$ cat src/rtl/sprite_frame_animator_defines.svh
// Assertion macros for the sprite frame animator.
// Used by the RTL modules; no other dependencies.
`ifndef SPRITE_FRAME_ANIMATOR_DEFINES_SVH
`define SPRITE_FRAME_ANIMATOR_DEFINES_SVH

`ifndef SYNTHESIS
`define SFA_ASSERT(lbl, prop, msg) \
  lbl: assert property (@(posedge clk_i) disable iff (!rst_ni) prop) else $error(msg);
`define SFA_ASSERT_RST(lbl, prop, msg) \
  lbl: assert property (@(posedge clk_i) prop) else $error(msg);
`else
`define SFA_ASSERT(lbl, prop, msg)
`define SFA_ASSERT_RST(lbl, prop, msg)
`endif

`endif

$ cat src/rtl/sfa_pkg.sv
// Shared widths and register index codes for the sprite frame animator.
// No dependencies.
package sfa_pkg;

  localparam int FRAME_BITS    = 8;
  localparam int TIME_BITS     = 24;
  localparam int TILE_BITS     = 12;
  localparam int RECT_BITS     = 20;
  localparam int CNT_BITS      = $clog2(FRAME_BITS);
  localparam int ALU_BITS      = TIME_BITS + 1;
  localparam int CFG_IDX_BITS  = 3;
  localparam int CFG_DATA_BITS = 24;

  localparam logic [TIME_BITS-1:0] DELAY_RESET = TIME_BITS'(1000000);

  typedef enum logic [CFG_IDX_BITS-1:0] {
    CFG_START_FRAME = 3'd0,
    CFG_END_FRAME   = 3'd1,
    CFG_FRAME_DELAY = 3'd2,
    CFG_LOOP_ENABLE = 3'd3,
    CFG_COLUMNS     = 3'd4,
    CFG_TILE_WIDTH  = 3'd5,
    CFG_TILE_HEIGHT = 3'd6
  } cfg_idx_e;

endpackage

$ cat src/rtl/sprite_frame_animator.sv
// Sprite-sheet frame animator: frame timer, frame stepping and source rectangle.
// Depends on sfa_pkg and sprite_frame_animator_defines.svh.
//
// Usage:
//  - Config channel (cfg_valid_i/cfg_ready_o, cfg_index_i, cfg_data_i) writes the
//    range, frame delay, loop flag, column count and tile size. Always ready;
//    write only while no item is in flight. Unknown indexes are dropped.
//  - Input channel takes a tick item (mode 0, elapsed time) or a set item
//    (mode 1, new frame). Output channel returns one item per input item:
//    current frame, rectangle edges and the done flag.
//  - One shared 25-bit add/subtract unit does the timer, divide, multiply and
//    edge arithmetic under a small sequencer: accumulate and delay compare
//    (ticks with end above start only), restoring divide by columns, shift-add
//    multiplies (left, top), edge adds (right, bottom). An item is not
//    taken before the last one is through and the sequencer is back in idle.
//  - The input side is ready only while the sequencer is idle. A finished
//    result sits in the output register; a new item may be accepted meanwhile,
//    but its result waits in the last step until the output is taken.
//  - Reset clears frame, timer and done flag and loads the default registers.
module sprite_frame_animator (
  input  logic                                 clk_i,
  input  logic                                 rst_ni,
  input  logic                                 cfg_valid_i,
  output logic                                 cfg_ready_o,
  input  logic [sfa_pkg::CFG_IDX_BITS-1:0]     cfg_index_i,
  input  logic [sfa_pkg::CFG_DATA_BITS-1:0]    cfg_data_i,
  input  logic                                 in_valid_i,
  output logic                                 in_ready_o,
  input  logic                                 mode_i,
  input  logic [sfa_pkg::TIME_BITS-1:0]        elapsed_time_i,
  input  logic [sfa_pkg::FRAME_BITS-1:0]       new_frame_i,
  output logic                                 out_valid_o,
  input  logic                                 out_ready_i,
  output logic [sfa_pkg::FRAME_BITS-1:0]       frame_index_o,
  output logic [sfa_pkg::RECT_BITS-1:0]        rect_left_o,
  output logic [sfa_pkg::RECT_BITS-1:0]        rect_top_o,
  output logic [sfa_pkg::RECT_BITS-1:0]        rect_right_o,
  output logic [sfa_pkg::RECT_BITS-1:0]        rect_bottom_o,
  output logic                                 anim_done_o
);
  import sfa_pkg::*;
  `include "sprite_frame_animator_defines.svh"

  typedef enum logic [8:0] {
    S_IDLE  = 9'b000000001,
    S_TIME  = 9'b000000010,
    S_CMP   = 9'b000000100,
    S_DIV   = 9'b000001000,
    S_MULL  = 9'b000010000,
    S_MULT  = 9'b000100000,
    S_RIGHT = 9'b001000000,
    S_BOT   = 9'b010000000,
    S_SPARE = 9'b100000000
  } state_e;

  // configuration
  logic [FRAME_BITS-1:0] start_q, end_q, cols_q;
  logic [TIME_BITS-1:0]  delay_q;
  logic                  loop_q;
  logic [TILE_BITS-1:0]  tw_q, th_q;

  // animation state
  logic [FRAME_BITS-1:0] frame_q, frame_d;
  logic [TIME_BITS-1:0]  accum_q, accum_d;
  logic                  done_q, done_d;

  // sequencer and working registers
  state_e                state_q, state_d;
  logic [CNT_BITS-1:0]   cnt_q, cnt_d;
  logic                  mode_q;
  logic [TIME_BITS-1:0]  dt_q;
  logic [FRAME_BITS-1:0] nf_q;
  logic [FRAME_BITS-1:0] quo_q, quo_d;
  logic [FRAME_BITS-1:0] rem_q, rem_d;
  logic [RECT_BITS-1:0]  left_q, left_d, top_q, top_d, right_q, right_d;

  // output register
  logic                  out_valid_q, out_valid_d;
  logic [FRAME_BITS-1:0] o_frame_q;
  logic [RECT_BITS-1:0]  o_left_q, o_top_q, o_right_q, o_bottom_q;
  logic                  o_done_q;
  logic                  out_load;

  // shared add/subtract unit
  logic [ALU_BITS-1:0]   alu_a, alu_b;
  logic                  alu_sub;
  logic [ALU_BITS:0]     alu_res;

  logic [FRAME_BITS-1:0] cols_eff;
  logic [FRAME_BITS:0]   rem_shift;
  logic [FRAME_BITS:0]   frame_inc;
  logic [FRAME_BITS-1:0] frame_adv;
  logic                  adv_done;
  logic                  mul_bit;
  logic                  in_acc;

  assign cfg_ready_o = 1'b1;
  assign in_ready_o  = (state_q == S_IDLE);
  assign in_acc      = in_valid_i && in_ready_o;

  assign alu_res = {1'b0, alu_a} + {1'b0, (alu_sub ? ~alu_b : alu_b)}
                 + (ALU_BITS+1)'(alu_sub);

  assign cols_eff  = (cols_q == '0) ? FRAME_BITS'(1) : cols_q;
  assign rem_shift = {rem_q, quo_q[FRAME_BITS-1]};

  // next frame on an advance; an increment off either end wraps or holds
  always_comb begin
    frame_inc = {1'b0, frame_q} + (FRAME_BITS+1)'(1);
    adv_done  = 1'b0;
    frame_adv = frame_inc[FRAME_BITS-1:0];
    if (frame_inc < {1'b0, start_q} || frame_inc > {1'b0, end_q}) begin
      if (loop_q) begin
        frame_adv = start_q;
      end else begin
        frame_adv = end_q;
        adv_done  = 1'b1;
      end
    end
  end

  always_comb begin
    state_d     = state_q;
    cnt_d       = cnt_q;
    frame_d     = frame_q;
    accum_d     = accum_q;
    done_d      = done_q;
    quo_d       = quo_q;
    rem_d       = rem_q;
    left_d      = left_q;
    top_d       = top_q;
    right_d     = right_q;
    out_load    = 1'b0;
    out_valid_d = out_valid_q && !out_ready_i;
    alu_a       = '0;
    alu_b       = '0;
    alu_sub     = 1'b0;
    mul_bit     = 1'b0;

    case (state_q)
      S_IDLE: begin
        if (in_acc) begin
          state_d = S_TIME;
        end
      end
      S_TIME: begin
        cnt_d = '0;
        rem_d = '0;
        if (mode_q) begin
          frame_d = nf_q;
          done_d  = 1'b0;
          quo_d   = nf_q;
          state_d = S_DIV;
        end else if (end_q <= start_q) begin
          quo_d   = frame_q;
          state_d = S_DIV;
        end else begin
          alu_a   = ALU_BITS'(accum_q);
          alu_b   = ALU_BITS'(dt_q);
          accum_d = alu_res[TIME_BITS] ? '1 : alu_res[TIME_BITS-1:0];
          state_d = S_CMP;
        end
      end
      S_CMP: begin
        // carry out set means accum >= delay; strictly greater also needs nonzero
        alu_a   = ALU_BITS'(accum_q);
        alu_b   = ALU_BITS'(delay_q);
        alu_sub = 1'b1;
        quo_d   = frame_q;
        if (alu_res[ALU_BITS] && (alu_res[ALU_BITS-1:0] != '0)) begin
          accum_d = alu_res[TIME_BITS-1:0];
          frame_d = frame_adv;
          quo_d   = frame_adv;
          if (adv_done) begin
            done_d = 1'b1;
          end
        end
        state_d = S_DIV;
      end
      S_DIV: begin
        // restoring division, one quotient bit a cycle
        alu_a   = ALU_BITS'(rem_shift);
        alu_b   = ALU_BITS'(cols_eff);
        alu_sub = 1'b1;
        rem_d   = alu_res[ALU_BITS] ? alu_res[FRAME_BITS-1:0] : rem_shift[FRAME_BITS-1:0];
        quo_d   = {quo_q[FRAME_BITS-2:0], alu_res[ALU_BITS]};
        cnt_d   = cnt_q + CNT_BITS'(1);
        if (cnt_q == CNT_BITS'(FRAME_BITS - 1)) begin
          cnt_d   = '0;
          left_d  = '0;
          state_d = S_MULL;
        end
      end
      S_MULL: begin
        // left = remainder * tile width, MSB first
        mul_bit = rem_q[~cnt_q];
        alu_a   = ALU_BITS'({left_q[RECT_BITS-2:0], 1'b0});
        alu_b   = mul_bit ? ALU_BITS'(tw_q) : '0;
        left_d  = alu_res[RECT_BITS-1:0];
        cnt_d   = cnt_q + CNT_BITS'(1);
        if (cnt_q == CNT_BITS'(FRAME_BITS - 1)) begin
          cnt_d   = '0;
          top_d   = '0;
          state_d = S_MULT;
        end
      end
      S_MULT: begin
        mul_bit = quo_q[~cnt_q];
        alu_a   = ALU_BITS'({top_q[RECT_BITS-2:0], 1'b0});
        alu_b   = mul_bit ? ALU_BITS'(th_q) : '0;
        top_d   = alu_res[RECT_BITS-1:0];
        cnt_d   = cnt_q + CNT_BITS'(1);
        if (cnt_q == CNT_BITS'(FRAME_BITS - 1)) begin
          cnt_d   = '0;
          state_d = S_RIGHT;
        end
      end
      S_RIGHT: begin
        alu_a   = ALU_BITS'(left_q);
        alu_b   = ALU_BITS'(tw_q);
        right_d = alu_res[RECT_BITS-1:0];
        state_d = S_BOT;
      end
      S_BOT: begin
        alu_a = ALU_BITS'(top_q);
        alu_b = ALU_BITS'(th_q);
        // hold here until the output register is free
        if (!out_valid_q || out_ready_i) begin
          out_load    = 1'b1;
          out_valid_d = 1'b1;
          state_d     = S_IDLE;
        end
      end
      default: begin
        state_d = S_IDLE;
      end
    endcase
  end

  always_ff @(posedge clk_i or negedge rst_ni) begin
    if (!rst_ni) begin
      state_q     <= S_IDLE;
      cnt_q       <= '0;
      frame_q     <= '0;
      accum_q     <= '0;
      done_q      <= 1'b0;
      out_valid_q <= 1'b0;
      start_q     <= '0;
      end_q       <= '0;
      delay_q     <= DELAY_RESET;
      loop_q      <= 1'b1;
      cols_q      <= FRAME_BITS'(1);
      tw_q        <= TILE_BITS'(2);
      th_q        <= TILE_BITS'(2);
    end else begin
      state_q     <= state_d;
      cnt_q       <= cnt_d;
      frame_q     <= frame_d;
      accum_q     <= accum_d;
      done_q      <= done_d;
      out_valid_q <= out_valid_d;
      if (cfg_valid_i && cfg_ready_o) begin
        case (cfg_idx_e'(cfg_index_i))
          CFG_START_FRAME: start_q <= cfg_data_i[FRAME_BITS-1:0];
          CFG_END_FRAME:   end_q   <= cfg_data_i[FRAME_BITS-1:0];
          CFG_FRAME_DELAY: delay_q <= cfg_data_i[TIME_BITS-1:0];
          CFG_LOOP_ENABLE: loop_q  <= cfg_data_i[0];
          CFG_COLUMNS:     cols_q  <= cfg_data_i[FRAME_BITS-1:0];
          CFG_TILE_WIDTH:  tw_q    <= cfg_data_i[TILE_BITS-1:0];
          CFG_TILE_HEIGHT: th_q    <= cfg_data_i[TILE_BITS-1:0];
          default: ;
        endcase
      end
    end
  end

  always_ff @(posedge clk_i) begin
    if (in_acc) begin
      mode_q <= mode_i;
      dt_q   <= elapsed_time_i;
      nf_q   <= new_frame_i;
    end
    quo_q   <= quo_d;
    rem_q   <= rem_d;
    left_q  <= left_d;
    top_q   <= top_d;
    right_q <= right_d;
    if (out_load) begin
      o_frame_q  <= frame_q;
      o_left_q   <= left_q;
      o_top_q    <= top_q;
      o_right_q  <= right_q;
      o_bottom_q <= alu_res[RECT_BITS-1:0];
      o_done_q   <= done_q;
    end
  end

  assign out_valid_o   = out_valid_q;
  assign frame_index_o = o_frame_q;
  assign rect_left_o   = o_left_q;
  assign rect_top_o    = o_top_q;
  assign rect_right_o  = o_right_q;
  assign rect_bottom_o = o_bottom_q;
  assign anim_done_o   = o_done_q;

  `SFA_ASSERT(a_busy_after_accept, (in_valid_i && in_ready_o) |=> !in_ready_o,
              "input still ready after an item was accepted")
  `SFA_ASSERT(a_rem_below_cols, (state_q == S_MULL) |-> (rem_q < cols_eff),
              "division remainder not below column count")
  `SFA_ASSERT(a_out_from_last_step, $rose(out_valid_q) |-> $past(state_q == S_BOT),
              "result raised outside the final step")
  `SFA_ASSERT(a_mul_starts_clean,
              ((state_q == S_MULL) && $past(state_q == S_DIV)) |-> (cnt_q == '0 && left_q == '0),
              "multiply entered with stale counter or product")

endmodule
$ cat config.mk
export PLATFORM = sky130hd
export DESIGN_NAME = sprite_frame_animator
export DESIGN_NICKNAME = d
export VERILOG_FILES = /design/src/rtl/sfa_pkg.sv /design/src/rtl/sprite_frame_animator.sv
export VERILOG_INCLUDE_DIRS = /design/src /design/src/rtl
export SDC_FILE = /design/constraint.sdc
export NUM_CORES = 1
export LEC_CHECK = 0
export ABC_AREA = 0
export BUFFER_PORTS_ARGS = -buffer_cell sky130_fd_sc_hd__buf_2
export CORE_MARGIN = 2
export CORE_UTILIZATION = 25
export DETAILED_ROUTE_END_ITERATION = 10
export PLACE_DENSITY = 0.43
export SYNTH_ARGS = -nofsm -noshare
export SYNTH_HDL_FRONTEND = slang
export SYNTH_SLANG_ARGS = --single-unit
$ cat constraint.sdc
create_clock -name clk_i -period 8.14 [get_ports clk_i]
set_clock_uncertainty 0.15 [all_clocks]
set_input_delay 1.221 -clock clk_i [delete_from_list [all_inputs] [get_ports clk_i]]
set_output_delay 1.221 -clock clk_i [all_outputs]
set_load 0.02 [all_outputs]
[Word-level counts from Yosys, hierarchy flattened]
Index checks and enable logic that the tools add are counted.
Word-level totals
  flip-flop bits (word level): 317
  input port bits: 65
Cells by class
  add/sub/neg operators: 4
  order comparisons: 4
  equality and inequality tests: 26
  muxes and demuxes: 53
  bitwise gates (word level): 2
  reduce and logical (&&, ||, !) cells: 32
Operator list (count)
  case mux 24 bit (7 select lines): 2
  two-way mux 24 bit: 8
  case mux 20 bit (2 select lines): 2
  case mux 9 bit (8 select lines): 1
  two-way mux 8 bit: 8
  case mux 24 bit (2 select lines): 1
  two-way mux 9 bit: 5
  case mux 8 bit (2 select lines): 2
  adder 25 x 25 -> 26 bit: 1
  adder 26 x 1 -> 26 bit: 1
  two-way mux 25 bit: 1
  inverter 25 bit: 1
  nonzero test 25 bit: 1
  two-way mux 12 bit: 2
  case mux 8 bit (3 select lines): 1
  AND reduction 2 bit: 11
  two-way mux 20 bit: 1
  inequality test 2 bit, second input constant: 9
  equality test 3 bit, second input constant: 4
  two-way mux 1 bit: 12
  nonzero test 2 bit: 5
  adder 8 x 1 -> 9 bit, second input constant: 1
  equality test 9 x 1 -> 1 bit, second input constant: 1
  equality test 9 x 2 -> 1 bit, second input constant: 1
  other kinds (31): 39

[Depth between registers and ports, before layout]
Gate-level depths: netlist of run 1.
  word-level depth: 13
  gate-level depth with buffers: 27
  depth with buffers taken out: 23

[Least setup slack after synthesis of run 1]
No wires, ideal clock.
  path type: register to register
  start point: register state_q[5]
  end point: register accum_q[17]
  setup time: 121 ps
  arrival: 6352 ps
  required time: 7869 ps
  setup slack: 1517 ps
  cell stages (with the launch flop): 24
  cell sequence: dfrtp_1 nor4_1 nor3b_2 and2_1 clkbuf_1 buf_1 buf_1 a21oi_1 ha_1 clkbuf_1 nand4_1 or3_1 or2_2 nand2_1 xnor2_1 inv_1 or4_1 or4b_1 a2111o_1 nor4_1 nand4_1 a31o_2 buf_2 o22a_1
Between the ends
  longest elaborated chain between the ends: 10
  elaborated cells on any way between the ends: 27
  classes of those cells: 2 x add/sub; 10 x eq/ne; 9 x mux; 1 x bitwise; 5 x reduce/logical
Ends and longest elaborated chain
  start: declaration: line sprite_frame_animator.sv:68  | state_e state_q, state_d;
  start signal: assignment: line sprite_frame_animator.sv:256  | state_q <= state_d;
  equality test 9 x 8 -> 1 bit (tied with other cells): line sprite_frame_animator.sv:140  | case (state_q)
  case mux 24 bit (7 select lines) / OR reduction 2 bit (equally long branches)
  inverter 25 bit / two-way mux 1 bit (equally long branches): line sprite_frame_animator.sv:101, sprite_frame_animator.sv:140
  two-way mux 25 bit: line sprite_frame_animator.sv:101  | assign alu_res = {1'b0, alu_a} + {1'b0, (alu_sub ? ~alu_b : alu_b)}
  adder 25 x 25 -> 26 bit: line sprite_frame_animator.sv:101
  adder 26 x 1 -> 26 bit *: line sprite_frame_animator.sv:102  | + (ALU_BITS+1)'(alu_sub);
  via alu_res[14]: line sprite_frame_animator.sv:87  | logic [ALU_BITS:0] alu_res;
  nonzero test 25 bit *: line sprite_frame_animator.sv:170  | if (alu_res[ALU_BITS] && (alu_res[ALU_BITS-1:0] != '0)) begin
  logical AND 1 bit *: line sprite_frame_animator.sv:170
  inequality test 2 bit (no source line) *
  AND reduction 4 bit (no source line) *
  end signal: assignment: line sprite_frame_animator.sv:259  | accum_q <= accum_d;
  end: declaration: line sprite_frame_animator.sv:64  | logic [TIME_BITS-1:0] accum_q, accum_d;
The timed path passes the listed nets; every way through them passes the cells marked *. The select of a mux whose other input is x is not followed.
A chain may end at the register's enable or synchronous reset.

[Worst setup path after layout of run 1]
  start point: register start_q[7]
  end point: register accum_q[9]
Between the ends
  longest elaborated chain between the ends: 12
  elaborated cells on any way between the ends: 21
  classes of those cells: 2 x add/sub; 1 x order compare; 2 x eq/ne; 12 x mux; 1 x bitwise; 3 x reduce/logical
Ends and longest elaborated chain
  start: declaration: line sprite_frame_animator.sv:57  | logic [FRAME_BITS-1:0] start_q, end_q, cols_q;
  start signal: assignment: line sprite_frame_animator.sv:264  | CFG_START_FRAME: start_q <= cfg_data_i[FRAME_BITS-1:0];
  <= comparator 8 bit *: line sprite_frame_animator.sv:154  | end else if (end_q <= start_q) begin
  two-way mux 24 bit: line sprite_frame_animator.sv:154
  two-way mux 24 bit: line sprite_frame_animator.sv:149  | if (mode_q) begin
  case mux 24 bit (7 select lines): line sprite_frame_animator.sv:140
  inverter 25 bit: line sprite_frame_animator.sv:101
  two-way mux 25 bit: line sprite_frame_animator.sv:101
  adder 25 x 25 -> 26 bit *: line sprite_frame_animator.sv:101
  adder 26 x 1 -> 26 bit *: line sprite_frame_animator.sv:102
  via alu_res[14]: line sprite_frame_animator.sv:87
  nonzero test 25 bit *: line sprite_frame_animator.sv:170
  logical AND 1 bit *: line sprite_frame_animator.sv:170
  inequality test 2 bit (no source line) *
  AND reduction 4 bit (no source line) *
Marked as above.

==> results of run 1 <==
[cells in the mapped netlist, types with 7 or more instances]
cell type	number
ha_1	49
a21oi_1	63
inv_1	39
mux2i_1	28
nor4_1	8
nand2b_1	14
nand3_1	54
xor2_1	7
o21ai_0	50
nor2b_1	9
o22a_1	24
a21o_1	20
nor3_1	18
dfstp_2	12
clkbuf_1	44
mux2_2	60
o21a_1	13
buf_1	12
nand4_1	11
nand2_1	112
dfrtp_1	106
a221oi_1	8
nor2_1	64
a22oi_1	32
and2_1	31
xnor2_1	16
a222oi_1	15
o211ai_1	17
edfxtp_1	198
and3_1	15
[worst paths after layout]
| path | startpoint | end | slack [ns] | depth (start not counted) |
|---|---|---|---|---|
| setup / recovery | start_q[7] | accum_q[9] | 0.77 | 24 |
| hold / removal | right_q[13] | rect_right_o[13] | 0.27 | 0 |
| setup reg to reg | start_q[7] | accum_q[9] | 0.77 | 24 |
| hold reg to reg | right_q[13] | rect_right_o[13] | 0.27 | 0 |
| max in group asynchronous | rst_ni | cnt_q[0] | 5.84 | 2 |
| min in group asynchronous | rst_ni | delay_q[13] | 0.53 | 1 |
[per-stage QoR]
step | util | cells
after floorplan | - | 1257
after global placement | 0.282 | 2160
after detailed placement | 0.282 | 2160
after CTS | 0.302 | 2229
after global routing | 0.302 | 2229
final | 0.302 | 2229
[sequential cells by signal (all words and copies together), names as in the netlist, 12 cells and up]
register and cells:
top_q 20, left_q 20, delay_q 24, rect_bottom_o 20, rect_right_o 20, rect_left_o 20
rect_top_o 20, accum_q 24, th_q 12, right_q 20, tw_q 12, dt_q 24
[critical path, stage by stage (launching register included)]
cell	delay [ns]
dfrtp_1	0.34
inv_1	0.07
ha_1	0.31
nand2_1	0.05
o21ai_0	0.37
o21ai_0	0.26
nor3_4	0.55
nand2b_1	0.54
buf_4	0.30
nand2_1	0.07
nand3_1	0.14
ha_1	0.33
nand2_1	0.10
or3_1	0.36
or2_2	0.33
nand2_1	0.10
xnor2_1	0.18
inv_1	0.14
or4_1	0.51
or4b_1	0.53
a2111o_1	0.35
nor4_1	0.21
nand4_1	0.21
a31o_2	0.47
o22a_1	0.27
[area by class of cell]
type                            count  area [sq um]
Clock buffer                       50          1030
Clock inverter                     19           196
Fill cell                        6175         42100
Inverter                           39           146
Multi-Input combinational cell    838          5920
Sequential cell                   316          8910
Tap cell                          782           978
Timing Repair Buffer              185          1000
[power by group through the flow]
stage | combinational [mW] | sequential, mW | clock, mW
floorplan | 0.872 | 2.13 | 0
global placement | 1.21 | 2.24 | 0
detailed placement | 1.23 | 2.24 | 0
CTS | 1.24 | 2.21 | 1.73
global route | 1.36 | 2.24 | 1.78
finish | 1.22 | 2.20 | 1.66
[routing by layer]
metal	track usage	vias to the layer above	routed length [um]
li1	-	5090	-
met1	0.219	5362	23100
met2	0.216	273	19900
met3	0.0292	59	2510
met4	0.0366	0	922
met5	0	-	0
[logic make-up (layout without fill, tap and decap cells)]
group           count (synthesis)  in the layout
simple gates                  364            364
flops                         316            316
compound gates                305            305
buf+inv                       103            293
mux                            95             95
fa+ha+maj                      50             50
xor+xnor                       23             23
other cells                     1              1
==> report_table.html, run 1 <==
<table>
<tr><th>Metric</th><th>Value</th></tr>
<tr><th colspan="2">Synth</th></tr>
<tr><td>Number of warning messages in the yosys log</td><td>0</td></tr>
<tr><td>Share of flip-flops with an asynchronous set or reset</td><td>0.373</td></tr>
<tr><td>Avg Cell Area, Syn</td><td>between 10 and 15 sq um</td></tr>
<tr><td>Distinct cell type count after synthesis</td><td>77</td></tr>
<tr><td>Fraction of the mapped netlist area in compound gates</td><td>0.143</td></tr>
<tr><td>Area of the mapped netlist</td><td>about 0.015 sq mm</td></tr>
<tr><td>Post-synthesis xor/xnor area fraction</td><td>0.0132</td></tr>
<tr><td>Gate count after technology mapping</td><td>between 1k and 1.5k</td></tr>
<tr><td>Ranking of synthesized cells by area</td><td>edfxtp_1 39%, dfrtp_1 17%, mux2_2 4.4%</td></tr>
<tr><td>Portion of netlist area occupied by mux cells</td><td>0.0695</td></tr>
<tr><td>Number of flops mapped to enable cells by yosys</td><td>between 150 and 200</td></tr>
<tr><td>Post-Synthesis Net Count</td><td>1372</td></tr>
<tr><td>Combinational family with the most area after synthesis</td><td>compound AO/OA/AOI/OAI gates</td></tr>
<tr><td>Area share of the largest cell type after synthesis</td><td>0.391</td></tr>
<tr><td>Largest area contributor in the synthesized netlist</td><td>edfxtp_1</td></tr>
<tr><td>Area fraction in and, or, nand and nor cells after synthesis</td><td>0.119</td></tr>
<tr><td>Most instantiated flip-flop cell in the synthesis netlist</td><td>edfxtp_1</td></tr>
<tr><td>Share of synthesized area occupied by flip-flops and latches</td><td>0.586</td></tr>
<tr><td>Post-synthesis adder-cell area fraction</td><td>0.0416</td></tr>
<tr><td>Number of storage elements in the synthesis netlist</td><td>316</td></tr>
<tr><th colspan="2">STA</th></tr>
<tr><td>Min cycle time layout</td><td>7.37 ns</td></tr>
<tr><td>Setup violation total in the final timing report</td><td>0</td></tr>
<tr><td>Worst slew margin relative to its limit</td><td>0.279</td></tr>
<tr><td>Peak clock frequency supported by timing</td><td>about 140 MHz</td></tr>
<tr><td>RSZ-0062 raised after global routing</td><td>false</td></tr>
<tr><td>Tightest Pin Transition</td><td>between 1 and 1.5 ns</td></tr>
<tr><td>Post-Route Hold Slack</td><td>0.268 ns</td></tr>
<tr><td>Final Max Slew Viols</td><td>0</td></tr>
<tr><td>Fin. Hold Viols</td><td>0</td></tr>
<tr><td>Minimum setup slack in the final design</td><td>~0.77 ns</td></tr>
<tr><td>Fin Setup TNS</td><td>0 ns</td></tr>
<tr><td>Share of the clock period used by the worst path after layout</td><td>0.906</td></tr>
<tr><th colspan="2">Drt</th></tr>
<tr><td>First-pass iteration count of the detailed router</td><td>5</td></tr>
<tr><td>Number of DRC violations after detailed-routing iteration 0</td><td>739</td></tr>
<tr><td>Detailed-route wire length per cell</td><td>20.8 um</td></tr>
<tr><td>DR vias/cell</td><td>between 4 and 5</td></tr>
<tr><td>Via count</td><td>~11k</td></tr>
<tr><td>Total wirelength of the detailed-routed design</td><td>about 46 mm</td></tr>
<tr><td>Antenna viol nets, final</td><td>0</td></tr>
<tr><td>Number of remaining DRC errors</td><td>0</td></tr>
<tr><th colspan="2">Clock tree</th></tr>
<tr><td>H-tree levels</td><td>2</td></tr>
<tr><td>Clock Sinks</td><td>316</td></tr>
<tr><td>Post-cts hold buffer count</td><td>0</td></tr>
<tr><td>Resized Gates After CTS</td><td>0</td></tr>
<tr><td>Clock transition at path regs</td><td>0.06 ns</td></tr>
<tr><td>Clk Latency, worst-skew pair</td><td>between 0.5 and 0.6 ns</td></tr>
<tr><td>Post-CTS setup buffers</td><td>0</td></tr>
<tr><td>Cell at the root of the clock tree</td><td>clkbuf_16</td></tr>
<tr><td>Clock Tree Buf Depth</td><td>3</td></tr>
<tr><td>Number of buffers inserted during clock tree synthesis</td><td>38</td></tr>
<tr><td>Clock tree from TritonCTS</td><td>built</td></tr>
<tr><th colspan="2">Pwr</th></tr>
<tr><td>Power Density</td><td>279 mW/mm^2</td></tr>
<tr><td>Internal Power</td><td>~3.5 mW</td></tr>
<tr><td>Switch share</td><td>0.318</td></tr>
<tr><td>Proportion of power drawn by combinational gates</td><td>0.239</td></tr>
<tr><td>Pleak</td><td>about 7.4 nW</td></tr>
<tr><td>Total Power Consumption</td><td>5.08 mW</td></tr>
<tr><td>Clock Power Share</td><td>0.327</td></tr>
<tr><td>Maximum vdd drop</td><td>0.111 mV</td></tr>
<tr><td>Net Switching</td><td>1.61 mW</td></tr>
<tr><td>Portion of total power attributed to sequential cells</td><td>0.434</td></tr>
<tr><th colspan="2">Critical path</th></tr>
<tr><td>Required time of the worst setup path</td><td>8.44 ns</td></tr>
<tr><td>Data arrival time of the worst path</td><td>roughly 7.7 ns</td></tr>
<tr><td>CP max FO</td><td>24</td></tr>
<tr><td>Endpoint class of the critical path</td><td>flop</td></tr>
<tr><td>Crit start category</td><td>flop</td></tr>
<tr><td>Path type of the worst setup path</td><td>flop to flop</td></tr>
<tr><th colspan="2">Placed design</th></tr>
<tr><td>Pre-CTS setup slack</td><td>0.809 ns</td></tr>
<tr><td>Count of input and output buffers</td><td>between 150 and 200</td></tr>
<tr><td>Cell area reported after detailed placement</td><td>0.0170 sq mm</td></tr>
<tr><td>Placer's final routability congestion estimate</td><td>0.829</td></tr>
<tr><td>Final HPWL from detailed placement</td><td>33.9 mm</td></tr>
<tr><th colspan="2">Floorplanning</th></tr>
<tr><td>Std-Cell Rows</td><td>90</td></tr>
<tr><td>Chip Width</td><td>251 um</td></tr>
<tr><td>Die extent in y</td><td>251 um</td></tr>
<tr><td>I/O pin count</td><td>around 160</td></tr>
<tr><td>Die footprint</td><td>0.0628 sq mm</td></tr>
<tr><td>Starting density of the core</td><td>0.252</td></tr>
<tr><td>Core Region</td><td>0.0602 sq mm</td></tr>
<tr><th colspan="2">Final layout</th></tr>
<tr><td>N_diodes</td><td>0</td></tr>
<tr><td>Ratio of cells with drive above 1 in the final layout</td><td>0.230</td></tr>
<tr><td>Most common library cell in the layout ignoring fill and taps</td><td>edfxtp_1</td></tr>
<tr><td>Area overhead of the layout relative to synthesis</td><td>19.6%</td></tr>
<tr><td>Highest-count cells in the layout ignoring fill and taps</td><td>198 x edfxtp_1, 154 x buf_2, 112 x nand2_1, 106 x dfrtp_1, 64 x nor2_1</td></tr>
<tr><td>Post-layout instance area</td><td>approximately 0.018 sq mm</td></tr>
<tr><td>Post-layout nets</td><td>around 1.5k</td></tr>
<tr><th colspan="2">Hold path</th></tr>
<tr><td>Worst hold path type</td><td>flop to flop</td></tr>
<tr><th colspan="2">Global routing</th></tr>
<tr><td>Number of antenna violations at the first check in global routing</td><td>0</td></tr>
<tr><td>Vias in the first global route</td><td>10.9k</td></tr>
<tr><td>All-Layer GR Usage</td><td>0.147</td></tr>
<tr><td>Wire length of the first global-routing pass</td><td>just over 70 mm</td></tr>
<tr><td>Maximum number of pins on one net before global-route repair</td><td>77</td></tr>
<tr><td>Remaining global-route overflow</td><td>0</td></tr>
<tr><th colspan="2">Run</th></tr>
<tr><td>Max Cap Viol</td><td>0</td></tr>
<tr><th colspan="2">Run status</th></tr>
<tr><td>Result of the run</td><td>finished clean</td></tr>
</table>
Note: power is estimated with default switching activity, not from simulation.
==> run 2: changes to the inputs <==
--- a/config.mk
+++ b/config.mk
@@ -9,5 +9,5 @@
 export ABC_AREA = 0
 export BUFFER_PORTS_ARGS = -buffer_cell sky130_fd_sc_hd__buf_2
-export CORE_MARGIN = 2
+export CORE_MARGIN = 4
 export CORE_UTILIZATION = 25
 export DETAILED_ROUTE_END_ITERATION = 10
==> constraint.sdc (replaced) <==
create_clock -name clk_i -period 8.14 [get_ports clk_i]
set_clock_uncertainty 0.15 [all_clocks]
set_input_delay 2.035 -clock clk_i [delete_from_list [all_inputs] [get_ports clk_i]]
set_output_delay 2.035 -clock clk_i [all_outputs]
set_load 0.02 [all_outputs]
==> run 2 against run 1 <==
Setup slack got worse by 0.18 ns. Final area is 0.53% higher. Non-clock buffer count rose by 3. Register-to-register slack worse by 0.18 ns. Global-route usage shrank 0.48 points. Maximum frequency down 2.4%. First-iteration DRC count is 7.8% higher. Die area increased by 3.2%. Final cell count grew 0.18%. Worst hold slack about the same.
==> report_table.html, run 2 (synthesis gave the netlist of run 1 again) <==
<table>
<tr><th>Metric</th><th>Value</th></tr>
<tr><th colspan="2">Drt</th></tr>
<tr><td>Antenna viol nets, final</td><td>0 (unchanged)</td></tr>
<tr><td>Detailed-route wire length per cell</td><td>21.0 um (+0.77%)</td></tr>
<tr><td>Via count</td><td>10.9k (+1.4%)</td></tr>
<tr><td>First-pass iteration count of the detailed router</td><td>6 (+1)</td></tr>
<tr><td>Number of remaining DRC errors</td><td>0 (unchanged)</td></tr>
<tr><td>Number of DRC violations after detailed-routing iteration 0</td><td>797 (+7.8%)</td></tr>
<tr><td>Total wirelength of the detailed-routed design</td><td>46.9 mm (+0.95%)</td></tr>
<tr><td>DR vias/cell</td><td>4.90 (+1.2%)</td></tr>
<tr><th colspan="2">STA</th></tr>
<tr><td>Fin. Hold Viols</td><td>0 (unchanged)</td></tr>
<tr><td>RSZ-0062 raised after global routing</td><td>false</td></tr>
<tr><td>Tightest Pin Transition</td><td>1.09 ns (+0.0135 ns)</td></tr>
<tr><td>Peak clock frequency supported by timing</td><td>132 MHz (-2.4%)</td></tr>
<tr><td>Fin Setup TNS</td><td>0 ns (unchanged)</td></tr>
<tr><td>Share of the clock period used by the worst path after layout</td><td>0.928 (+0.0219)</td></tr>
<tr><td>Min cycle time layout</td><td>7.55 ns (+0.179 ns)</td></tr>
<tr><td>Final Max Slew Viols</td><td>0 (unchanged)</td></tr>
<tr><td>Setup violation total in the final timing report</td><td>0 (unchanged)</td></tr>
<tr><td>Worst slew margin relative to its limit</td><td>0.270 (-0.00902)</td></tr>
<tr><th colspan="2">Global routing</th></tr>
<tr><td>Maximum number of pins on one net before global-route repair</td><td>66 (-14%)</td></tr>
<tr><td>Vias in the first global route</td><td>11.0k (+0.36%)</td></tr>
<tr><td>Wire length of the first global-routing pass</td><td>70.4 mm (about the same)</td></tr>
<tr><td>Number of antenna violations at the first check in global routing</td><td>2 (+2)</td></tr>
<tr><td>All-Layer GR Usage</td><td>0.142 (-0.00476)</td></tr>
<tr><td>Remaining global-route overflow</td><td>0 (unchanged)</td></tr>
<tr><th colspan="2">Critical path</th></tr>
<tr><td>Maximum cell stage delay along the critical path</td><td>0.53 ns (-0.02 ns)</td></tr>
<tr><td>Number of buffers and inverters on the critical path</td><td>4 (+1)</td></tr>
<tr><td>Endpoint class of the critical path</td><td>flop</td></tr>
<tr><td>Crit start category</td><td>flop</td></tr>
<tr><td>RR Endpoint</td><td>accum_q[8]</td></tr>
<tr><td>R2r startpoint</td><td>start_q[7]</td></tr>
<tr><td>Data arrival time of the worst path</td><td>7.90 ns (+0.22 ns)</td></tr>
<tr><td>Required time of the worst setup path</td><td>8.49 ns (+0.05 ns)</td></tr>
<tr><td>CP max FO</td><td>24 (unchanged)</td></tr>
<tr><td>Path type of the worst setup path</td><td>flop to flop</td></tr>
<tr><td>Kind of cell adding the most delay to the critical path</td><td>simple AND/OR/NAND/NOR gates</td></tr>
<tr><td>Register-to-register path setup slack</td><td>0.59 ns (-0.18 ns)</td></tr>
<tr><td>Slowest stage cell, crit path</td><td>or4_1</td></tr>
<tr><td>Worst Reg2Reg Path Length in Cells</td><td>25 (+4.2%)</td></tr>
<tr><th colspan="2">Final layout</th></tr>
<tr><td>Most common library cell in the layout ignoring fill and taps</td><td>edfxtp_1</td></tr>
<tr><td>Largest regs</td><td>accum_q (24), delay_q (24), dt_q (24)</td></tr>
<tr><td>N_diodes</td><td>0 (unchanged)</td></tr>
<tr><td>Filler cell count in the final layout</td><td>6152 (-0.37%)</td></tr>
<tr><td>Ratio of cells with drive above 1 in the final layout</td><td>0.236 (+0.00626)</td></tr>
<tr><td>Highest-count cells in the layout ignoring fill and taps</td><td>198 x edfxtp_1, 154 x buf_2, 111 x nand2_1, 106 x dfrtp_1, 64 x nor2_1</td></tr>
<tr><td>Register cell area after layout</td><td>0.00891 sq mm (unchanged)</td></tr>
<tr><td>Area overhead of the layout relative to synthesis</td><td>20.2%</td></tr>
<tr><td>Multi-input gate area</td><td>0.00593 sq mm (+0.11%)</td></tr>
<tr><td>Post-layout nets</td><td>1536 (+0.20%)</td></tr>
<tr><th colspan="2">Clock tree</th></tr>
<tr><td>H-tree levels</td><td>2 (unchanged)</td></tr>
<tr><td>Clock tree from TritonCTS</td><td>built</td></tr>
<tr><td>Number of buffers inserted during clock tree synthesis</td><td>38 (unchanged)</td></tr>
<tr><td>Clock Sinks</td><td>316 (unchanged)</td></tr>
<tr><td>Clock transition at path regs</td><td>0.06 ns (about the same)</td></tr>
<tr><td>Clock Tree Buf Depth</td><td>3 (unchanged)</td></tr>
<tr><td>Clk Latency, worst-skew pair</td><td>0.57 ns (about the same)</td></tr>
<tr><td>Cell at the root of the clock tree</td><td>clkbuf_16</td></tr>
<tr><td>Post-cts hold buffer count</td><td>0 (unchanged)</td></tr>
<tr><th colspan="2">Pwr</th></tr>
<tr><td>Clock Power Share</td><td>0.340 (+0.013)</td></tr>
<tr><td>Total Power Consumption</td><td>5.17 mW (+1.7%)</td></tr>
<tr><td>Portion of total power attributed to sequential cells</td><td>0.426 (-0.008)</td></tr>
<tr><td>Switch share</td><td>0.313 (-0.00436)</td></tr>
<tr><td>Proportion of power drawn by combinational gates</td><td>0.234 (-0.005)</td></tr>
<tr><td>Maximum vdd drop</td><td>0.125 mV (+13%)</td></tr>
<tr><td>Pleak</td><td>7.43 nW (+0.90%)</td></tr>
<tr><td>Power Density</td><td>283 mW/mm^2 (+1.2%)</td></tr>
<tr><td>Net Switching</td><td>1.62 mW (+0.31%)</td></tr>
<tr><td>Internal Power</td><td>3.55 mW (+2.4%)</td></tr>
<tr><th colspan="2">Hold path</th></tr>
<tr><td>End point of the most critical hold path</td><td>rect_right_o[13]</td></tr>
<tr><td>Worst hold path type</td><td>flop to flop</td></tr>
<tr><td>Worst hold path depth</td><td>0 (unchanged)</td></tr>
<tr><td>Hold Startpoint</td><td>right_q[13]</td></tr>
<tr><th colspan="2">Floorplanning</th></tr>
<tr><td>Starting density of the core</td><td>0.252 (unchanged)</td></tr>
<tr><td>Core Region</td><td>0.0602 sq mm (unchanged)</td></tr>
<tr><td>Chip Width</td><td>255 um (+1.6%)</td></tr>
<tr><td>Std-Cell Rows</td><td>90 (unchanged)</td></tr>
<tr><td>Die footprint</td><td>0.0649 sq mm (+3.2%)</td></tr>
<tr><td>I/O pin count</td><td>157 (unchanged)</td></tr>
<tr><td>Die extent in y</td><td>255 um (+1.6%)</td></tr>
<tr><th colspan="2">Run status</th></tr>
<tr><td>Result of the run</td><td>finished clean</td></tr>
<tr><th colspan="2">Placed design</th></tr>
<tr><td>Placer's final routability congestion estimate</td><td>0.866 (+4.5%)</td></tr>
<tr><td>Final HPWL from detailed placement</td><td>33.9 mm (+0.15%)</td></tr>
<tr><td>Count of input and output buffers</td><td>155 (unchanged)</td></tr>
<tr><th colspan="2">Run</th></tr>
<tr><td>Max Cap Viol</td><td>0 (unchanged)</td></tr>
</table>
run 2: cell types whose count changed in the layout (fill, tap and decap cells not counted), moves of 2 or more:
cell	before	now
clkbuf_1	9	6
inv_4	0	2
buf_4	31	34
clkbuf_8	3	5
inv_16	0	2
bufinv_16	2	4
run 2: worst max-delay path by stage:
stage                     start     endpoint  slack, ns  cells after the start
floorplan           out_ready_i  anim_done_o       1.38                      2
global placement     start_q[7]  accum_q[16]       0.59                     26
detailed placement   start_q[7]   accum_q[9]       0.43                     25
CTS                  start_q[7]   accum_q[8]       0.38                     25
global route         start_q[5]  accum_q[11]       0.02                     25
finish               start_q[7]   accum_q[8]       0.59                     25
run 2: power by group through the flow:
| stage | clock (mW) | sequential, mW | combinational (mW) |
|---|---|---|---|
| global route | 1.88 | 2.23 | 1.36 |
| finish | 1.76 | 2.20 | 1.21 |
| detailed placement | 0 | 2.23 | 1.21 |
| global placement | 0 | 2.23 | 1.20 |
| CTS | 1.83 | 2.20 | 1.22 |
| floorplan | 0 | 2.13 | 0.872 |
run 2: cell type report:
| class | instances | share of cell area |
|---|---|---|
| tap | 782 | 0.0535 |
| sequential | 316 | 0.488 |
| clock buffer | 49 | 0.0570 |
| inverter | 39 | 0.00801 |
| multi-input combinational | 838 | 0.324 |
| clock inverter | 21 | 0.0135 |
| timing repair buffer | 188 | 0.0561 |
run 2: metal layers:
metal	global-route usage	routed length, um	vias to the layer above
met1	0.213	23100	5450
met2	0.211	20200	322
met3	0.0276	2650	56
met5	0	7	-
met4	0.0363	976	2
li1	-	-	5108
run 2: through the flow:
step / utilization / cells / cell area (sq um) / setup WS, ns / hold WS, ns
floorplan: - / 1257 / 15200 / 1.38 / 0.250
global placement: 0.282 / 2160 / 17000 / 0.586 / 0.251
detailed placement: 0.282 / 2160 / 17000 / 0.432 / 0.255
CTS: 0.303 / 2230 / 18300 / 0.381 / 0.268
global route: 0.303 / 2233 / 18300 / 0.0221 / 0.277
finish: 0.303 / 2233 / 18300 / 0.588 / 0.267
run 2: timing repair:
item                                    CTS  global route
gates resized for setup                   0             2
setup buffers                             0             3
endpoints found under the setup margin    0            31
==> run 3: changes to the inputs <==
BUFFER_PORTS_ARGS = default   (was -buffer_cell sky130_fd_sc_hd__buf_2)
DONT_BUFFER_PORTS = 1   (was default)
PLACE_DENSITY = 0.41   (was 0.43)
SETUP_SLACK_MARGIN = 0.15   (was default)
==> run 3 against run 2 <==
Utilization fell by 1.1 points. Die area stayed put. Global-route usage increased by 0.058 points. Wire length decreased by 0.35%. Critical path type unchanged. Highest routed layer is now met4.
==> report_table.html, run 3 (synthesis gave the netlist of run 1 again) <==
<table>
<tr><th>Metric</th><th>Value</th></tr>
<tr><th colspan="2">Global routing</th></tr>
<tr><td>Vias in the first global route</td><td>10.7k (-3.0%)</td></tr>
<tr><td>All-Layer GR Usage</td><td>0.143 (+0.000583)</td></tr>
<tr><td>Remaining global-route overflow</td><td>0 (unchanged)</td></tr>
<tr><td>Maximum number of pins on one net before global-route repair</td><td>119 (+80%)</td></tr>
<tr><td>Wire length of the first global-routing pass</td><td>70.3 mm (-0.26%)</td></tr>
<tr><td>Number of antenna violations at the first check in global routing</td><td>1 (-1)</td></tr>
<tr><th colspan="2">Drt</th></tr>
<tr><td>DR vias/cell</td><td>4.94 (+0.76%)</td></tr>
<tr><td>Detailed-route wire length per cell</td><td>22.3 um (+6.4%)</td></tr>
<tr><td>Total wirelength of the detailed-routed design</td><td>46.7 mm (-0.35%)</td></tr>
<tr><td>Number of DRC violations after detailed-routing iteration 0</td><td>799 (+0.25%)</td></tr>
<tr><td>Antenna viol nets, final</td><td>0 (unchanged)</td></tr>
<tr><td>Number of remaining DRC errors</td><td>0 (unchanged)</td></tr>
<tr><td>Via count</td><td>10.3k (-5.6%)</td></tr>
<tr><td>First-pass iteration count of the detailed router</td><td>5 (-1)</td></tr>
<tr><th colspan="2">Critical path</th></tr>
<tr><td>Data arrival time of the worst path</td><td>7.73 ns (-0.17 ns)</td></tr>
<tr><td>R2r startpoint</td><td>start_q[7]</td></tr>
<tr><td>Slowest stage cell, crit path</td><td>or4b_1</td></tr>
<tr><td>Path type of the worst setup path</td><td>flop to flop</td></tr>
<tr><td>Launch point of the worst path</td><td>start_q[7]</td></tr>
<tr><td>Endpoint class of the critical path</td><td>flop</td></tr>
<tr><td>CP max FO</td><td>24 (unchanged)</td></tr>
<tr><td>Cell-by-cell listing of the critical path</td><td>inv_1, ha_1, a21oi_1, o21ai_0, a2111oi_2, nor3_4, nand2b_2, nand2_1, nand3_1, ha_1, nand4_1, or3_1, or2_2, nand2_1, xnor2_1, inv_1, or4_1, or4b_1, a2111o_1, nor4_1, nand4_1, a31o_2, o22a_1</td></tr>
<tr><td>Crit start category</td><td>flop</td></tr>
<tr><td>Required time of the worst setup path</td><td>8.44 ns (-0.05 ns)</td></tr>
<tr><td>Maximum cell stage delay along the critical path</td><td>0.53 ns (about the same)</td></tr>
<tr><th colspan="2">Clock tree</th></tr>
<tr><td>H-tree levels</td><td>2 (unchanged)</td></tr>
<tr><td>Clock Sinks</td><td>316 (unchanged)</td></tr>
<tr><td>Post-cts hold buffer count</td><td>0 (unchanged)</td></tr>
<tr><td>Clock tree from TritonCTS</td><td>built</td></tr>
<tr><td>Cell at the root of the clock tree</td><td>clkbuf_16</td></tr>
<tr><td>Number of buffers inserted during clock tree synthesis</td><td>39 (+2.6%)</td></tr>
<tr><td>Clock transition at path regs</td><td>0.06 ns (about the same)</td></tr>
<tr><td>Resized Gates After CTS</td><td>0 (unchanged)</td></tr>
<tr><td>Clock Tree Buf Depth</td><td>3 (unchanged)</td></tr>
<tr><td>Post-CTS setup buffers</td><td>0 (unchanged)</td></tr>
<tr><td>Clk Latency, worst-skew pair</td><td>0.57 ns (about the same)</td></tr>
<tr><th colspan="2">STA</th></tr>
<tr><td>Tightest Pin Transition</td><td>1.26 ns (+0.169 ns)</td></tr>
<tr><td>Final Max Slew Viols</td><td>0 (unchanged)</td></tr>
<tr><td>RSZ-0062 raised after global routing</td><td>false</td></tr>
<tr><td>Share of the clock period used by the worst path after layout</td><td>0.912 (-0.0153)</td></tr>
<tr><td>Fin Setup TNS</td><td>0 ns (unchanged)</td></tr>
<tr><td>Setup violation total in the final timing report</td><td>0 (unchanged)</td></tr>
<tr><td>Min cycle time layout</td><td>7.43 ns (-0.124 ns)</td></tr>
<tr><td>Worst slew margin relative to its limit</td><td>0.152 (-0.117)</td></tr>
<tr><td>Fin. Hold Viols</td><td>0 (unchanged)</td></tr>
<tr><td>Peak clock frequency supported by timing</td><td>135 MHz (+1.7%)</td></tr>
<tr><th colspan="2">Floorplanning</th></tr>
<tr><td>Std-Cell Rows</td><td>90 (unchanged)</td></tr>
<tr><td>I/O pin count</td><td>157 (unchanged)</td></tr>
<tr><td>Die extent in y</td><td>255 um (unchanged)</td></tr>
<tr><td>Core Region</td><td>0.0602 sq mm (unchanged)</td></tr>
<tr><td>Starting density of the core</td><td>0.252 (unchanged)</td></tr>
<tr><td>Chip Width</td><td>255 um (unchanged)</td></tr>
<tr><td>Die footprint</td><td>0.0649 sq mm (unchanged)</td></tr>
<tr><th colspan="2">Run status</th></tr>
<tr><td>Result of the run</td><td>finished clean</td></tr>
<tr><th colspan="2">Placed design</th></tr>
<tr><td>Placer's final routability congestion estimate</td><td>0.860 (-0.65%)</td></tr>
<tr><td>Final HPWL from detailed placement</td><td>33.8 mm (-0.46%)</td></tr>
<tr><td>Count of input and output buffers</td><td>0 (-100%)</td></tr>
<tr><th colspan="2">Final layout</th></tr>
<tr><td>Most common library cell in the layout ignoring fill and taps</td><td>edfxtp_1</td></tr>
<tr><td>Ratio of cells with drive above 1 in the final layout</td><td>0.151 (-0.0851)</td></tr>
<tr><td>Post-layout nets</td><td>1394 (-9.2%)</td></tr>
<tr><td>Core Util, Final</td><td>0.292 (-0.0111)</td></tr>
<tr><td>Highest-count cells in the layout ignoring fill and taps</td><td>198 x edfxtp_1, 112 x nand2_1, 106 x dfrtp_1, 64 x nor2_1, 63 x a21oi_1</td></tr>
<tr><td>Largest regs</td><td>accum_q (24), delay_q (24), dt_q (24)</td></tr>
<tr><td>Area overhead of the layout relative to synthesis</td><td>15.8%</td></tr>
<tr><th colspan="2">Run</th></tr>
<tr><td>Max Cap Viol</td><td>0 (unchanged)</td></tr>
<tr><th colspan="2">Pwr</th></tr>
<tr><td>Maximum vdd drop</td><td>0.135 mV (+7.7%)</td></tr>
<tr><td>Total Power Consumption</td><td>5.19 mW (+0.37%)</td></tr>
<tr><td>Power Density</td><td>294 mW/mm^2 (+4.2%)</td></tr>
<tr><td>Pleak</td><td>6.86 nW (-7.7%)</td></tr>
<tr><th colspan="2">Hold path</th></tr>
<tr><td>Hold Startpoint</td><td>right_q[10]</td></tr>
<tr><td>Worst hold path type</td><td>flop to flop</td></tr>
</table>
## run 3: cell types whose count changed in the layout (fill, tap and decap cells not counted), moves of 2 or more
cell | previous run | this run
clkbuf_1 | 6 | 8
inv_16 | 2 | 0
buf_4 | 34 | 44
clkinv_2 | 5 | 8
clkbuf_8 | 5 | 1
buf_2 | 154 | 0
inv_4 | 2 | 0
## run 3: through the flow
step | instance area (sq um) | worst slack [ns] | hold slack (ns) | std cells
floorplan | 15200 | 1.38 | 0.250 | 1257
global placement | 16300 | 0.747 | 0.250 | 2020
detailed placement | 16300 | 0.519 | 0.255 | 2020
CTS | 17600 | 0.485 | 0.268 | 2091
global route | 17600 | 0.171 | 0.273 | 2091
finish | 17600 | 0.712 | 0.265 | 2092
## run 3: power breakdown
part / internal [mW] / switching, mW
logic: 0.514 / 0.694
clock network: 1.06 / 0.715
registers: 2.00 / 0.208
total: 3.57 / 1.62
## run 3: cell type report
cell class,instances,area [sq um]
Multi-Input combinational cell,838,5920
Tap cell,782,978
Fill cell,6082,42600
Inverter,39,146
Clock inverter,23,284
Timing Repair Buffer,45,350
Antenna cell,1,2.50
Clock buffer,48,1020
Sequential cell,316,8910
## run 3: critical path: cells and delay by family, from the launching register on
| kind | cells | cell delay, ns |
|---|---|---|
| DFF | 1 | 0.35 |
| and+or+nand+nor | 12 | 3.66 |
| buffers and inverters | 2 | 0.18 |
| AOI/OAI and AO/OA | 6 | 1.97 |
| adders and majority gates | 2 | 0.83 |
| xor gates and xnor gates | 1 | 0.17 |
## run 3: per-layer routing
layer	global-route usage	part of all wire	up-vias
li1	-	-	4819
met1	0.204	0.48	5167
met2	0.217	0.44	277
met3	0.0342	0.059	62
met4	0.0399	0.023	0
met5	0	0	-
## run 3: path summary, 6_finish.rpt
path                                     to  slack, ns  cells past startpoint
setup reg to reg                 accum_q[9]       0.71                     23
min in group asynchronous        start_q[1]       1.04                      0
hold reg to reg            rect_right_o[10]       0.27                      0
setup / recovery                 accum_q[9]       0.71                     23
hold / removal             rect_right_o[10]       0.27                      0
max in group asynchronous       delay_q[19]       6.49                      0
